File: config.mk
export PLATFORM = sky130hd
export DESIGN_NAME = one_shot_timer_bank_flat
export DESIGN_NICKNAME = d
export VERILOG_FILES = /design/src/hw/rtl/otb_pkg.sv /design/src/hw/rtl/otb_if.sv /design/src/hw/rtl/one_shot_timer_bank.sv /design/src/hw/rtl/otb_flag_bank.sv /design/src/flat_wrapper.sv
export SDC_FILE = /design/constraint.sdc
export NUM_CORES = 2
export LEC_CHECK = 0
export BUFFER_PORTS_ARGS = -buffer_cell sky130_fd_sc_hd__buf_2
export CAP_MARGIN = 20
export CORE_UTILIZATION = 40
export CTS_CLUSTER_SIZE = 16
export DETAILED_ROUTE_END_ITERATION = 10
export PLACE_DENSITY_LB_ADDON = 0.15
export SLEW_MARGIN = 5
export SYNTH_ARGS = -nofsm -noshare
export SYNTH_HDL_FRONTEND = slang
export SYNTH_SLANG_ARGS = --single-unit
File: constraint.sdc
create_clock -name clock -period 11.05 [get_ports clock]
set_input_delay 0.5525 -clock clock [delete_from_list [all_inputs] [get_ports clock]]
set_output_delay 0.5525 -clock clock [all_outputs]
set_load 0.01 [all_outputs]
File: src/hw/rtl/otb_pkg.sv
package otb_pkg;

   // Bank geometry
   localparam int NUM_TIMERS  = 16;
   localparam int TIME_BITS   = 32;
   localparam int MAX_RESULTS = 16;
   localparam int SLOT_BITS   = (NUM_TIMERS > 1) ? $clog2(NUM_TIMERS) : 1;
   localparam int CNT_BITS    = $clog2(MAX_RESULTS + 1);

   // Fixed transaction field widths
   localparam int OP_BITS        = 3;
   localparam int ID_BITS        = 4;
   localparam int TASK_BITS      = 8;
   localparam int PORT_TIME_BITS = 32;

   typedef enum logic [OP_BITS-1:0] {
      OP_TICK    = 3'd0,
      OP_SET     = 3'd1,
      OP_RESET   = 3'd2,
      OP_DISABLE = 3'd3,
      OP_QUERY   = 3'd4
   } op_type;

   // Updates applied to the per-slot flag bits
   typedef enum logic [2:0] {
      FLAG_NONE,
      FLAG_SET,
      FLAG_REARM,
      FLAG_DISARM,
      FLAG_FIRE
   } flag_op_type;

   typedef struct packed {
      flag_op_type          op;
      logic [SLOT_BITS-1:0] slot;
   } flag_cmd_type;

   typedef struct packed {
      logic [NUM_TIMERS-1:0] registered;
      logic [NUM_TIMERS-1:0] armed;
      logic [NUM_TIMERS-1:0] pending;
   } flag_state_type;

   // One entry of the slot memory
   typedef struct packed {
      logic [TIME_BITS-1:0] period;
      logic [TIME_BITS-1:0] deadline;
      logic [TASK_BITS-1:0] owner;
   } slot_entry_type;

endpackage

File: src/hw/rtl/otb_if.sv
// Request channel: one operation per transaction.
interface otb_req_if;
   logic                               valid;
   logic                               ready;
   logic [otb_pkg::OP_BITS-1:0]        op;
   logic [otb_pkg::ID_BITS-1:0]        timer_id;
   logic [otb_pkg::PORT_TIME_BITS-1:0] period_ms;
   logic [otb_pkg::TASK_BITS-1:0]      task_id;
   logic [otb_pkg::PORT_TIME_BITS-1:0] now_ms;

   modport source (output valid, op, timer_id, period_ms, task_id, now_ms, input ready);
   modport sink   (input valid, op, timer_id, period_ms, task_id, now_ms, output ready);
endinterface

// Response channel: one result per transaction.
interface otb_rsp_if;
   logic                          valid;
   logic                          ready;
   logic                          fired_valid;
   logic [otb_pkg::ID_BITS-1:0]   fired_timer;
   logic [otb_pkg::TASK_BITS-1:0] fired_task;
   logic                          expired;
   logic                          last;

   modport source (output valid, fired_valid, fired_timer, fired_task, expired, last,
                   input ready);
   modport sink   (input valid, fired_valid, fired_timer, fired_task, expired, last,
                   output ready);
endinterface

File: src/hw/rtl/one_shot_timer_bank.sv
// Bank of 16 one-shot millisecond timers. Period, deadline and owner task of
// each slot sit in a single-port-read synchronous memory; the registered,
// armed and pending bits are flip-flops cleared by reset. Set, disable and
// query go straight to the final state; reset (re-arm) passes through a
// re-arm state first because it reads the stored period back from memory. A
// tick walks the slots in index order, one slot per cycle through the memory
// read port, except while a full output register holds back a fired result.
// Each fired slot gives one response transaction carrying its index and owner
// task; the final response of every request has last set. A new request is
// taken once the final response of the previous one is in the output
// register, even while that response is still waiting to be taken.
module one_shot_timer_bank (
   input logic        clock,
   input logic        reset,
   otb_req_if.sink    req_ch,
   otb_rsp_if.source  rsp_ch
);

   typedef enum logic [3:0] {
      S_IDLE  = 4'b0001,
      S_SCAN  = 4'b0010,
      S_REARM = 4'b0100,
      S_FINAL = 4'b1000
   } state_type;

   state_type state_ff, state_in;

   // Slot memory
   otb_pkg::slot_entry_type slot_mem [otb_pkg::NUM_TIMERS];
   otb_pkg::slot_entry_type rd_data_ff;
   otb_pkg::slot_entry_type mem_wdata;
   logic [otb_pkg::SLOT_BITS-1:0] rd_addr;
   logic [otb_pkg::SLOT_BITS-1:0] mem_waddr;
   logic                          mem_we;

   // Flags
   otb_pkg::flag_cmd_type   flag_cmd;
   otb_pkg::flag_state_type flags;

   // Latched request
   logic [otb_pkg::SLOT_BITS-1:0] slot_ff, slot_in;
   logic [otb_pkg::TIME_BITS-1:0] now_ff, now_in;

   // Scan control
   logic [otb_pkg::SLOT_BITS-1:0] idx_ff, idx_in;
   logic [otb_pkg::CNT_BITS-1:0]  fire_cnt_ff, fire_cnt_in;

   // Result waiting for the output register
   logic                           held_valid_ff, held_valid_in;
   logic [otb_pkg::SLOT_BITS-1:0]  held_slot_ff, held_slot_in;
   logic [otb_pkg::TASK_BITS-1:0]  held_task_ff, held_task_in;
   logic                           expired_ff, expired_in;

   // Output register
   logic                           rsp_valid_ff, rsp_valid_in;
   logic                           rsp_fired_valid_ff, rsp_fired_valid_in;
   logic [otb_pkg::ID_BITS-1:0]    rsp_fired_timer_ff, rsp_fired_timer_in;
   logic [otb_pkg::TASK_BITS-1:0]  rsp_fired_task_ff, rsp_fired_task_in;
   logic                           rsp_expired_ff, rsp_expired_in;
   logic                           rsp_last_ff, rsp_last_in;
   logic                           out_load;

   logic                           accept;
   logic                           out_free;
   otb_pkg::op_type                req_op;
   logic [otb_pkg::SLOT_BITS-1:0]  req_slot;
   logic                           req_in_range;
   logic [otb_pkg::TIME_BITS-1:0]  req_now;
   logic [otb_pkg::TIME_BITS-1:0]  req_period;
   logic                           due;
   logic                           stall;
   logic                           scan_go;
   logic                           scan_end;

   // Request decode
   assign req_ch.ready = (state_ff == S_IDLE);
   assign accept       = req_ch.valid && req_ch.ready;
   assign req_op       = otb_pkg::op_type'(req_ch.op);
   assign req_slot     = otb_pkg::SLOT_BITS'(req_ch.timer_id);
   assign req_in_range = int'(req_ch.timer_id) < otb_pkg::NUM_TIMERS;
   assign req_now      = req_ch.now_ms[otb_pkg::TIME_BITS-1:0];
   assign req_period   = req_ch.period_ms[otb_pkg::TIME_BITS-1:0];
   assign out_free     = !rsp_valid_ff || rsp_ch.ready;

   // Scan of the slot whose entry is in rd_data_ff
   assign due = flags.registered[idx_ff] && flags.armed[idx_ff]
                && (rd_data_ff.deadline <= now_ff)
                && (fire_cnt_ff < otb_pkg::CNT_BITS'(otb_pkg::MAX_RESULTS));
   assign stall    = (state_ff == S_SCAN) && due && held_valid_ff && !out_free;
   assign scan_go  = (state_ff == S_SCAN) && !stall;
   assign scan_end = (idx_ff == otb_pkg::SLOT_BITS'(otb_pkg::NUM_TIMERS - 1));

   // Read address: a stalled scan re-reads its slot so the data holds
   always_comb begin
      if (state_ff == S_IDLE) begin
         rd_addr = (req_op == otb_pkg::OP_TICK) ? '0 : req_slot;
      end else if (stall) begin
         rd_addr = idx_ff;
      end else begin
         rd_addr = idx_ff + otb_pkg::SLOT_BITS'(1);
      end
   end

   // Memory write: set from the request, re-arm from the stored period
   always_comb begin
      mem_we    = 1'b0;
      mem_waddr = req_slot;
      mem_wdata.period   = req_period;
      mem_wdata.deadline = req_period + req_now;
      mem_wdata.owner    = req_ch.task_id;
      if (accept && req_in_range && (req_op == otb_pkg::OP_SET)) begin
         mem_we = 1'b1;
      end else if (state_ff == S_REARM) begin
         mem_we             = 1'b1;
         mem_waddr          = slot_ff;
         mem_wdata.period   = rd_data_ff.period;
         mem_wdata.deadline = rd_data_ff.period + now_ff;
         mem_wdata.owner    = rd_data_ff.owner;
      end
   end

   always_ff @(posedge clock) begin
      if (mem_we) begin
         slot_mem[mem_waddr] <= mem_wdata;
      end
      rd_data_ff <= slot_mem[rd_addr];
   end

   // Flag updates
   always_comb begin
      flag_cmd.op   = otb_pkg::FLAG_NONE;
      flag_cmd.slot = req_slot;
      if (accept && req_in_range && (req_op == otb_pkg::OP_SET)) begin
         flag_cmd.op = otb_pkg::FLAG_SET;
      end else if (accept && req_in_range && (req_op == otb_pkg::OP_DISABLE)) begin
         flag_cmd.op = otb_pkg::FLAG_DISARM;
      end else if (state_ff == S_REARM) begin
         flag_cmd.op   = otb_pkg::FLAG_REARM;
         flag_cmd.slot = slot_ff;
      end else if (scan_go && due) begin
         flag_cmd.op   = otb_pkg::FLAG_FIRE;
         flag_cmd.slot = idx_ff;
      end
   end

   otb_flag_bank u_flag_bank (
      .clock (clock),
      .reset (reset),
      .cmd   (flag_cmd),
      .flags (flags)
   );

   // Sequencer
   always_comb begin
      state_in      = state_ff;
      slot_in       = slot_ff;
      now_in        = now_ff;
      idx_in        = idx_ff;
      fire_cnt_in   = fire_cnt_ff;
      held_valid_in = held_valid_ff;
      held_slot_in  = held_slot_ff;
      held_task_in  = held_task_ff;
      expired_in    = expired_ff;
      out_load      = 1'b0;
      rsp_fired_valid_in = 1'b0;
      rsp_fired_timer_in = '0;
      rsp_fired_task_in  = '0;
      rsp_expired_in     = 1'b0;
      rsp_last_in        = 1'b1;

      unique case (state_ff)
         S_IDLE: begin
            if (accept) begin
               slot_in       = req_slot;
               now_in        = req_now;
               idx_in        = '0;
               fire_cnt_in   = '0;
               held_valid_in = 1'b0;
               expired_in    = (req_op == otb_pkg::OP_QUERY) && req_in_range
                               && flags.pending[req_slot];
               if (req_op == otb_pkg::OP_TICK) begin
                  state_in = S_SCAN;
               end else if ((req_op == otb_pkg::OP_RESET) && req_in_range) begin
                  state_in = S_REARM;
               end else begin
                  state_in = S_FINAL;
               end
            end
         end
         S_SCAN: begin
            if (scan_go) begin
               if (due) begin
                  // Earlier fired result is not the final one: send it now
                  if (held_valid_ff) begin
                     out_load           = 1'b1;
                     rsp_fired_valid_in = 1'b1;
                     rsp_fired_timer_in = otb_pkg::ID_BITS'(held_slot_ff);
                     rsp_fired_task_in  = held_task_ff;
                     rsp_last_in        = 1'b0;
                  end
                  held_valid_in = 1'b1;
                  held_slot_in  = idx_ff;
                  held_task_in  = rd_data_ff.owner;
                  fire_cnt_in   = fire_cnt_ff + otb_pkg::CNT_BITS'(1);
               end
               idx_in = idx_ff + otb_pkg::SLOT_BITS'(1);
               if (scan_end) begin
                  state_in = S_FINAL;
               end
            end
         end
         S_REARM: begin
            state_in = S_FINAL;
         end
         S_FINAL: begin
            if (out_free) begin
               out_load           = 1'b1;
               rsp_fired_valid_in = held_valid_ff;
               rsp_fired_timer_in = held_valid_ff ? otb_pkg::ID_BITS'(held_slot_ff) : '0;
               rsp_fired_task_in  = held_valid_ff ? held_task_ff : '0;
               rsp_expired_in     = expired_ff;
               rsp_last_in        = 1'b1;
               state_in           = S_IDLE;
            end
         end
         default: begin
            state_in = S_IDLE;
         end
      endcase
   end

   assign rsp_valid_in = out_load || (rsp_valid_ff && !rsp_ch.ready);

   always_ff @(posedge clock) begin
      if (reset) begin
         state_ff      <= S_IDLE;
         idx_ff        <= '0;
         fire_cnt_ff   <= '0;
         held_valid_ff <= 1'b0;
         rsp_valid_ff  <= 1'b0;
      end else begin
         state_ff      <= state_in;
         idx_ff        <= idx_in;
         fire_cnt_ff   <= fire_cnt_in;
         held_valid_ff <= held_valid_in;
         rsp_valid_ff  <= rsp_valid_in;
      end
   end

   always_ff @(posedge clock) begin
      slot_ff      <= slot_in;
      now_ff       <= now_in;
      held_slot_ff <= held_slot_in;
      held_task_ff <= held_task_in;
      expired_ff   <= expired_in;
      if (out_load) begin
         rsp_fired_valid_ff <= rsp_fired_valid_in;
         rsp_fired_timer_ff <= rsp_fired_timer_in;
         rsp_fired_task_ff  <= rsp_fired_task_in;
         rsp_expired_ff     <= rsp_expired_in;
         rsp_last_ff        <= rsp_last_in;
      end
   end

   assign rsp_ch.valid       = rsp_valid_ff;
   assign rsp_ch.fired_valid = rsp_fired_valid_ff;
   assign rsp_ch.fired_timer = rsp_fired_timer_ff;
   assign rsp_ch.fired_task  = rsp_fired_task_ff;
   assign rsp_ch.expired     = rsp_expired_ff;
   assign rsp_ch.last        = rsp_last_ff;

endmodule

File: src/hw/rtl/otb_flag_bank.sv
module otb_flag_bank (
   input  logic                    clock,
   input  logic                    reset,
   input  otb_pkg::flag_cmd_type   cmd,
   output otb_pkg::flag_state_type flags
);

   logic [otb_pkg::NUM_TIMERS-1:0] registered_ff, registered_in;
   logic [otb_pkg::NUM_TIMERS-1:0] armed_ff, armed_in;
   logic [otb_pkg::NUM_TIMERS-1:0] pending_ff, pending_in;

   // Apply at most one slot update per cycle
   always_comb begin
      registered_in = registered_ff;
      armed_in      = armed_ff;
      pending_in    = pending_ff;
      unique case (cmd.op)
         otb_pkg::FLAG_SET: begin
            registered_in[cmd.slot] = 1'b1;
            armed_in[cmd.slot]      = 1'b1;
         end
         otb_pkg::FLAG_REARM: begin
            armed_in[cmd.slot]   = 1'b1;
            pending_in[cmd.slot] = 1'b0;
         end
         otb_pkg::FLAG_DISARM: begin
            armed_in[cmd.slot]   = 1'b0;
            pending_in[cmd.slot] = 1'b0;
         end
         otb_pkg::FLAG_FIRE: begin
            armed_in[cmd.slot]   = 1'b0;
            pending_in[cmd.slot] = 1'b1;
         end
         default: begin
         end
      endcase
   end

   always_ff @(posedge clock) begin
      if (reset) begin
         registered_ff <= '0;
         armed_ff      <= '0;
         pending_ff    <= '0;
      end else begin
         registered_ff <= registered_in;
         armed_ff      <= armed_in;
         pending_ff    <= pending_in;
      end
   end

   assign flags.registered = registered_ff;
   assign flags.armed      = armed_ff;
   assign flags.pending    = pending_ff;

endmodule

File: src/flat_wrapper.sv
// flat-port wrapper written by rule: the top's interface ports become plain ports
module one_shot_timer_bank_flat 
  (clock, reset, req_ch_valid, req_ch_op, req_ch_timer_id, req_ch_period_ms, req_ch_task_id, req_ch_now_ms, req_ch_ready, rsp_ch_valid, rsp_ch_fired_valid, rsp_ch_fired_timer, rsp_ch_fired_task, rsp_ch_expired, rsp_ch_last, rsp_ch_ready);
  otb_req_if req_ch_i ();
  otb_rsp_if rsp_ch_i ();
  input logic clock;
  input logic reset;
  input wire logic [$bits(req_ch_i.valid)-1:0] req_ch_valid;
  input wire logic [$bits(req_ch_i.op)-1:0] req_ch_op;
  input wire logic [$bits(req_ch_i.timer_id)-1:0] req_ch_timer_id;
  input wire logic [$bits(req_ch_i.period_ms)-1:0] req_ch_period_ms;
  input wire logic [$bits(req_ch_i.task_id)-1:0] req_ch_task_id;
  input wire logic [$bits(req_ch_i.now_ms)-1:0] req_ch_now_ms;
  output wire logic [$bits(req_ch_i.ready)-1:0] req_ch_ready;
  output wire logic [$bits(rsp_ch_i.valid)-1:0] rsp_ch_valid;
  output wire logic [$bits(rsp_ch_i.fired_valid)-1:0] rsp_ch_fired_valid;
  output wire logic [$bits(rsp_ch_i.fired_timer)-1:0] rsp_ch_fired_timer;
  output wire logic [$bits(rsp_ch_i.fired_task)-1:0] rsp_ch_fired_task;
  output wire logic [$bits(rsp_ch_i.expired)-1:0] rsp_ch_expired;
  output wire logic [$bits(rsp_ch_i.last)-1:0] rsp_ch_last;
  input wire logic [$bits(rsp_ch_i.ready)-1:0] rsp_ch_ready;
  assign req_ch_i.valid = req_ch_valid;
  assign req_ch_i.op = req_ch_op;
  assign req_ch_i.timer_id = req_ch_timer_id;
  assign req_ch_i.period_ms = req_ch_period_ms;
  assign req_ch_i.task_id = req_ch_task_id;
  assign req_ch_i.now_ms = req_ch_now_ms;
  assign req_ch_ready = req_ch_i.ready;
  assign rsp_ch_valid = rsp_ch_i.valid;
  assign rsp_ch_fired_valid = rsp_ch_i.fired_valid;
  assign rsp_ch_fired_timer = rsp_ch_i.fired_timer;
  assign rsp_ch_fired_task = rsp_ch_i.fired_task;
  assign rsp_ch_expired = rsp_ch_i.expired;
  assign rsp_ch_last = rsp_ch_i.last;
  assign rsp_ch_i.ready = rsp_ch_ready;
  one_shot_timer_bank u_core (.clock(clock), .reset(reset), .req_ch(req_ch_i), .rsp_ch(rsp_ch_i));
endmodule
## After elaboration in Yosys (flattened, before gate mapping)

Memory sizes are Yosys's and may differ from the RTL's. A register that Yosys moved wholly into a read port is not among the register bits.
Index checks and enable logic that the tools add are counted.

| word-level totals | value |
|---|---|
| bits in writable memories | 1152 |
| register bits after elaboration | 127 |
| output and inout bits | 17 |
| memories | 1 |
| word-level logic and storage cells | 149 |

| operators by class | value |
|---|---|
| reductions and logical operators | 33 |
| equal/unequal tests | 18 |
| bitwise logic cells | 6 |
| add/sub/neg operators | 4 |
| multiplexer cells | 63 |
| magnitude comparators | 6 |

Memories:

| memory | depth | bits a word | rd ports | clocked after memory_dff | write ports | RTL line | RTL |
|---|---|---|---|---|---|---|---|
| u_core.slot_mem | 16 | 72 | 1 | 1 | 1 | one_shot_timer_bank.sv:29 | `otb_pkg::slot_entry_type slot_mem [otb_pkg::NUM_TIMERS];` |

Operators by type and width:

| operator | number |
|---|---|
| two-way mux 72 bit | 2 |
| two-way mux 4 bit | 19 |
| adder 32 bit | 2 |
| case mux 16 bit (2 select lines) | 2 |
| OR 16 bit | 3 |
| AND 16 bit | 2 |
| <= comparator 32 bit | 1 |
| two-way mux 8 bit | 4 |
| two-way mux 1 bit | 17 |
| NOT 16 bit | 1 |
| case mux 4 bit (2 select lines) | 2 |
| case mux 4 bit (4 select lines) | 1 |
| case mux 8 bit (2 select lines) | 1 |
| < comparator 4 x 5 -> 1 bit, second input constant | 3 |
| two-way mux 5 bit | 3 |
| logical AND 1 bit | 14 |
| two-way mux 7 bit | 2 |
| binary-select mux 1 bit (select 4 bit) | 3 |
| equality test 3 x 2 -> 1 bit, second input constant | 4 |
| case mux 5 bit (2 select lines) | 1 |
| equality test 4 bit, second input constant | 2 |
| inequality test 2 x 1 -> 1 bit, second input constant | 4 |
| AND reduction 4 bit | 2 |
| equality test 3 x 1 -> 1 bit, second input constant | 2 |
| other kinds (19) | 33 |

## Depth between registers and ports, before layout

| depth | value |
|---|---|
| word-level depth | 22 |
| gate-level depth with buffers | 17 |

## Hierarchy

A second synthesis with hierarchy kept.

| second synthesis, totals | value |
|---|---|
| cell total of the unflattened synthesis | 3953 |
| area total of the unflattened synthesis | 55599.6 sq um |

Modules (own cells, without submodules):

| module | times used | cells an instance | seq. area each (sq um) | area each (sq um) |
|---|---|---|---|---|
| one_shot_timer_bank | 1 | 3698 | 38256.7 | 53204.8 |
| otb_flag_bank | 1 | 255 | 960.9 | 2394.8 |

## Least setup slack after synthesis

No wires, ideal clock.

| timing path | value |
|---|---|
| path kind | register -> register |
| start | register u_core.state_ff[3] |
| end | memory u_core.slot_mem[1][0] (netlist name) (enable) |
| arrival time | 4.872 ns |
| slack | 5.675 ns |
| path buffers | 1 |
| cell stages (with the launch flop) | 12 |
| clock period less this slack | 5.375 ns |
| cell sequence | dfxtp_1 nor2_1 nand3b_1 clkinv_1 nand2_1 nor3b_1 nor2b_1 clkbuf_1 nand2_1 nor2_1 a21oi_1 nor2_1 |

| between the ends | value |
|---|---|
| word-level cells in the longest chain between the ends | 6 |

RTL lines:

| element | RTL line | RTL |
|---|---|---|
| start: declaration | one_shot_timer_bank.sv:26 | `state_type state_ff, state_in;` |
| start signal: assignment | one_shot_timer_bank.sv:242 | `state_ff <= state_in;` |
| equality test 4 x 1 -> 1 bit (*) | one_shot_timer_bank.sv:76 | `assign req_ch.ready = (state_ff == S_IDLE);` |
| via req_ch_ready | flat_wrapper.sv:14 | `output wire logic [$bits(req_ch_i.ready)-1:0] req_ch_ready;` |
| logical AND 1 bit (*) | one_shot_timer_bank.sv:77 | `assign accept = req_ch.valid && req_ch.ready;` |
| logical AND 1 bit (*) | one_shot_timer_bank.sv:111 | `if (accept && req_in_range && (req_op == otb_pkg::OP_SET)) begin` |
| two-way mux 1 bit | one_shot_timer_bank.sv:111 |  |
| two-way mux 1 bit | one_shot_timer_bank.sv:123 | `if (mem_we) begin` |
| two-way mux 1 bit (implied by the code) | one_shot_timer_bank.sv:124 | `slot_mem[mem_waddr] <= mem_wdata;` |
| end: declaration | one_shot_timer_bank.sv:29 |  |

The timed path passes the listed nets; every way through them passes the cells marked *.

## Final worst setup path

| timing path | value |
|---|---|
| start | register u_core.now_ff[22] (netlist name) |
| end | register u_core.rd_data_ff[28] (netlist name) |

| between the ends | value |
|---|---|
| word-level cells in the longest chain between the ends | 8 |

RTL lines:

| element | RTL line | RTL |
|---|---|---|
| start: declaration | one_shot_timer_bank.sv:42 | `logic [otb_pkg::TIME_BITS-1:0] now_ff, now_in;` |
| start signal: assignment | one_shot_timer_bank.sv:252 | `now_ff <= now_in;` |
| <= comparator 32 bit | one_shot_timer_bank.sv:87 | `&& (rd_data_ff.deadline <= now_ff)` |
| logical AND 1 bit | one_shot_timer_bank.sv:87 |  |
| logical AND 1 bit | one_shot_timer_bank.sv:88 | `&& (fire_cnt_ff < otb_pkg::CNT_BITS'(otb_pkg::MAX_RESULTS));` |
| logical AND 1 bit (3 in a row) | one_shot_timer_bank.sv:89 | `assign stall = (state_ff == S_SCAN) && due && held_valid_ff && !out_free;` |
| two-way mux 4 bit | one_shot_timer_bank.sv:97 | `end else if (stall) begin` |
| two-way mux 4 bit | one_shot_timer_bank.sv:95 | `if (state_ff == S_IDLE) begin` |

Every way passes these cells.
A chain may end at the register's enable or synchronous reset.

==> results.json <==
{
  "coreArea_sq_um": 150000,
  "finalWeightedCongestion": 0.872,
  "r2r-end": "u_core.rd_data_ff[28]",
  "grt_setup_unrepaired": "no",
  "vdd_drop_max_mv": 0.175,
  "synth.yosys.seq_area_share_pct": 64.5,
  "min_period_over_period_pct": 54.7,
  "max_slew.worst_pin.slew_ns": 1.35,
  "postLayoutSetupSlackWorst_ns": 5.01,
  "critical_path_required_ns": 11.71,
  "synth_cell_area_sq_um": 60800,
  "tritoncts_clock_tree": "done",
  "cts.reportedPaths.clkPinSlew_ns": 0.06,
  "maxcap_viol_count": 0,
  "detailroute.via_count": 39200,
  "layout-area-overhead-vs-synth_pct": 12.5,
  "synthDistinctLibCells": 77,
  "worst_clock_skew_ns": 0.0320,
  "min_to": "u_core.now_ff[20]",
  "hold_vio_cnt_final": 0,
  "cp-start-kind": "flop",
  "insertion_delay_ns": 0.78,
  "number_of_antenna_violations_at_the_first_check_in_global_routing": 4,
  "final.setup.tns_ns": 0,
  "synthesis.area_per_instance_sq_um": 13.8,
  "detail_route.iter0.violations": 3624,
  "detailedPlacementHpwl_mm": 97.2,
  "post_route_drc_violation_count": 0,
  "die_w_microns": 392,
  "portBuffers": 99,
  "global_route_wire_length_before_repair_mm": 263,
  "start_util_pct": 40.5,
  "yosys.cell_count.top_type": "edfxtp_1",
  "synth_seq_cells": 1351,
  "synth.top_cells.by_area": "edfxtp_1 60%, mux2i_1 9.5%, dfxtp_1 4.4%",
  "post-route-min-period_ns": 6.04,
  "min_from": "req_ch_now_ms[20]",
  "critical_path.endpoint_type": "flop",
  "synthCells": 4406,
  "grt_use_total_pct": 23.4,
  "final_antenna_net_count": 0,
  "cts_root_buffer": "clkbuf_16",
  "avgViaCountPerCell": 5.94,
  "grt_start_max_net_pins": 167,
  "worst_hold_path.num_cells": 1,
  "yosys_warnings": 0,
  "final_net_count": 4640,
  "slew-limit-headroom_pct": 10.2,
  "yosys_most_used_dff": "edfxtp_1",
  "grt_pass1_vias": 37800,
  "io_pins": 100,
  "r2r_startpoint": "u_core.now_ff[22]",
  "yosysTopAreaCellShare_pct": 60.0,
  "setup-violations-final": 0,
  "cts.htree.levels": 4,
  "timing.critical_path.arrival_ns": 6.70,
  "final-instance-count-excl-fill": 6595,
  "clock_sinks": 1351,
  "dp_slack_ns": 5.13,
  "postSynth.asyncResetShare_pct": 0,
  "dp_cells": 6295,
  "final.hold.worst_slack_ns": 0.0393,
  "cts_made_buffers": 148,
  "post_route_wl_mm": 182,
  "utilization_after_layout_pct": 45.5,
  "globalRoute.totalOverflow": 0,
  "netlist_top_cells_count": "1216 x edfxtp_1, 575 x mux2i_1, 373 x nand2_1",
  "max_freq_mhz": 166,
  "synth_edf_count": 1216,
  "leakage_uw": 0.0236,
  "worst-r2r-setup-slack_ns": 5.01,
  "power_density_nw_per_um2": 224,
  "synth.net_count": 4587,
  "die_area_sq_um": 154000,
  "postCtsSetupRepairBufs": 0,
  "count_of_final_max_slew_check_failures": 0,
  "hold_path.class": "in -> reg",
  "post_route_cells_drive_above_1_share_pct": 12.0,
  "critical_path_class": "reg -> reg",
  "final.fill_count": 13400,
  "yosys.area.top_type": "edfxtp_1",
  "crit_start": "u_core.now_ff[22]",
  "max-clock-path-buffers": 3,
  "timing.reg2reg.worst_path_depth": 14,
  "run_status": "finished, final reports clean",
  "rows": 142,
  "drt-wirelength-per-cell_microns": 27.6,
  "drt-pass1-iter-count": 6,
  "die_height_microns": 392,
  "critical_path_peak_fanout": 39
}
-- area by class of cell --
class | count | area (sq um) | share of cell area, %
Clock buffer | 211 | 4210 | 6.14
Timing Repair Buffer | 210 | 1470 | 2.15
Multi-Input combinational cell | 2678 | 20000 | 29.2
Sequential cell | 1351 | 39200 | 57.3
Clock inverter | 58 | 708 | 1.03
Antenna cell | 1 | 2.50 | 0.00366
Inverter | 70 | 308 | 0.450
Tap cell | 2016 | 2520 | 3.69
-- layer usage --
metal | up-vias | GRT usage [%] | routed length, microns
met5 | - | 0 | 22
met4 | 4 | 5.91 | 3650
met3 | 239 | 4.19 | 11600
met2 | 1222 | 37.0 | 84200
met1 | 20200 | 33.2 | 82600
li1 | 17500 | - | -
-- cell usage in the layout (no fill, tap or decap), drive strengths merged, types with 18 or more instances in the layout --
cell	Yosys	final
mux2i	575	575
nor2	112	112
inv	69	73
a221o	75	75
clkbuf	159	211
a21oi	286	286
dlygate4sd3	0	18
and2	18	18
a21o	27	27
clkinv	1	34
dfxtp	135	135
a211oi	150	150
buf	148	192
nand2	374	374
or2	19	19
xnor2	29	29
nand3	40	40
edfxtp	1216	1216
a22o	144	144
o32ai	72	72
ha	96	96
o21ai	70	70
xor2	19	19
o22ai	148	148
mux2	71	71
a22oi	145	145
-- critical path: stages (launching register included) --
cell	delay, ns
edfxtp_1	0.36
inv_1	0.06
ha_1	0.30
and4_1	0.28
nor4bb_1	0.87
nand3_1	0.18
a22oi_1	0.25
a21boi_1	0.53
and2_1	0.46
or3_1	0.20
a31oi_2	0.23
nand2_4	0.75
buf_4	0.84
o32ai_1	0.24
a221o_1	0.31
-- flip-flops by register name, summed over array words and instances (netlist names), 4 cells and up, named ones only --
name                              cells
u_core.slot_mem                    1152
u_core.rd_data_ff                    72
u_core.now_ff                        32
u_core.u_flag_bank.registered_ff     16
u_core.held_task_ff                   8
u_core.rsp_ch.fired_task              8
u_core.fire_cnt_ff                    5
u_core.held_slot_ff                   4
u_core.idx_ff                         4
u_core.rsp_ch.fired_timer             4
u_core.slot_ff                        4
u_core.state_ff                       4
-- timing repair --
item | CTS | global route
gates resized for setup | 0 | 0
hold buffers | 18 | 0
endpoints found under the setup margin | 0 | 0
hold endpoints to repair | 18 | 0
-- logic make-up (layout without fill, tap and decap cells) --
kind of cell | after synthesis | count (layout) | synth area share [%]
multiplexers | 653 | 653 | 11.0
AND/OR/NAND/NOR | 675 | 675 | 4.93
other | 0 | 1 | 0
adder cells (fa/ha/maj) | 98 | 98 | 2.04
buffers and inverters | 377 | 549 | 2.84
XOR/XNOR | 48 | 48 | 0.691
AO/OA/AOI/OAI | 1204 | 1204 | 14.0
flip-flops | 1351 | 1351 | 64.5
-- worst max path at each step --
stage,endpoint,slack (ns),cells past startpoint
2_1_floorplan,u_core.slot_mem[1][0],5.68,11
3_3_place_gp,u_core.slot_mem[4][36],5.18,16
3_5_place_dp,u_core.rd_data_ff[30],5.13,14
4_1_cts,u_core.rd_data_ff[52],5.11,14
5_1_grt,u_core.rd_data_ff[24],4.80,15
6_report,u_core.rd_data_ff[28],5.01,14
-- per-stage QoR --
step                      area (sq um)  total power [uW]
after CTS                        68400             15400
after global routing             68400             16000
final                            68400             15300
after detailed placement         63300             10400
after global placement           63300             10300
after floorplan                  60800              9060
-- where the power goes --
group / switching, uW / total, uW / internal (uW) / leakage [uW]
logic: 2680 / 4250 / 1570 / 0.00915
registers: 160 / 6030 / 5870 / 0.0121
clock network: 2030 / 5050 / 3020 / 0.00239
Power figures use the tool's default switching activity.
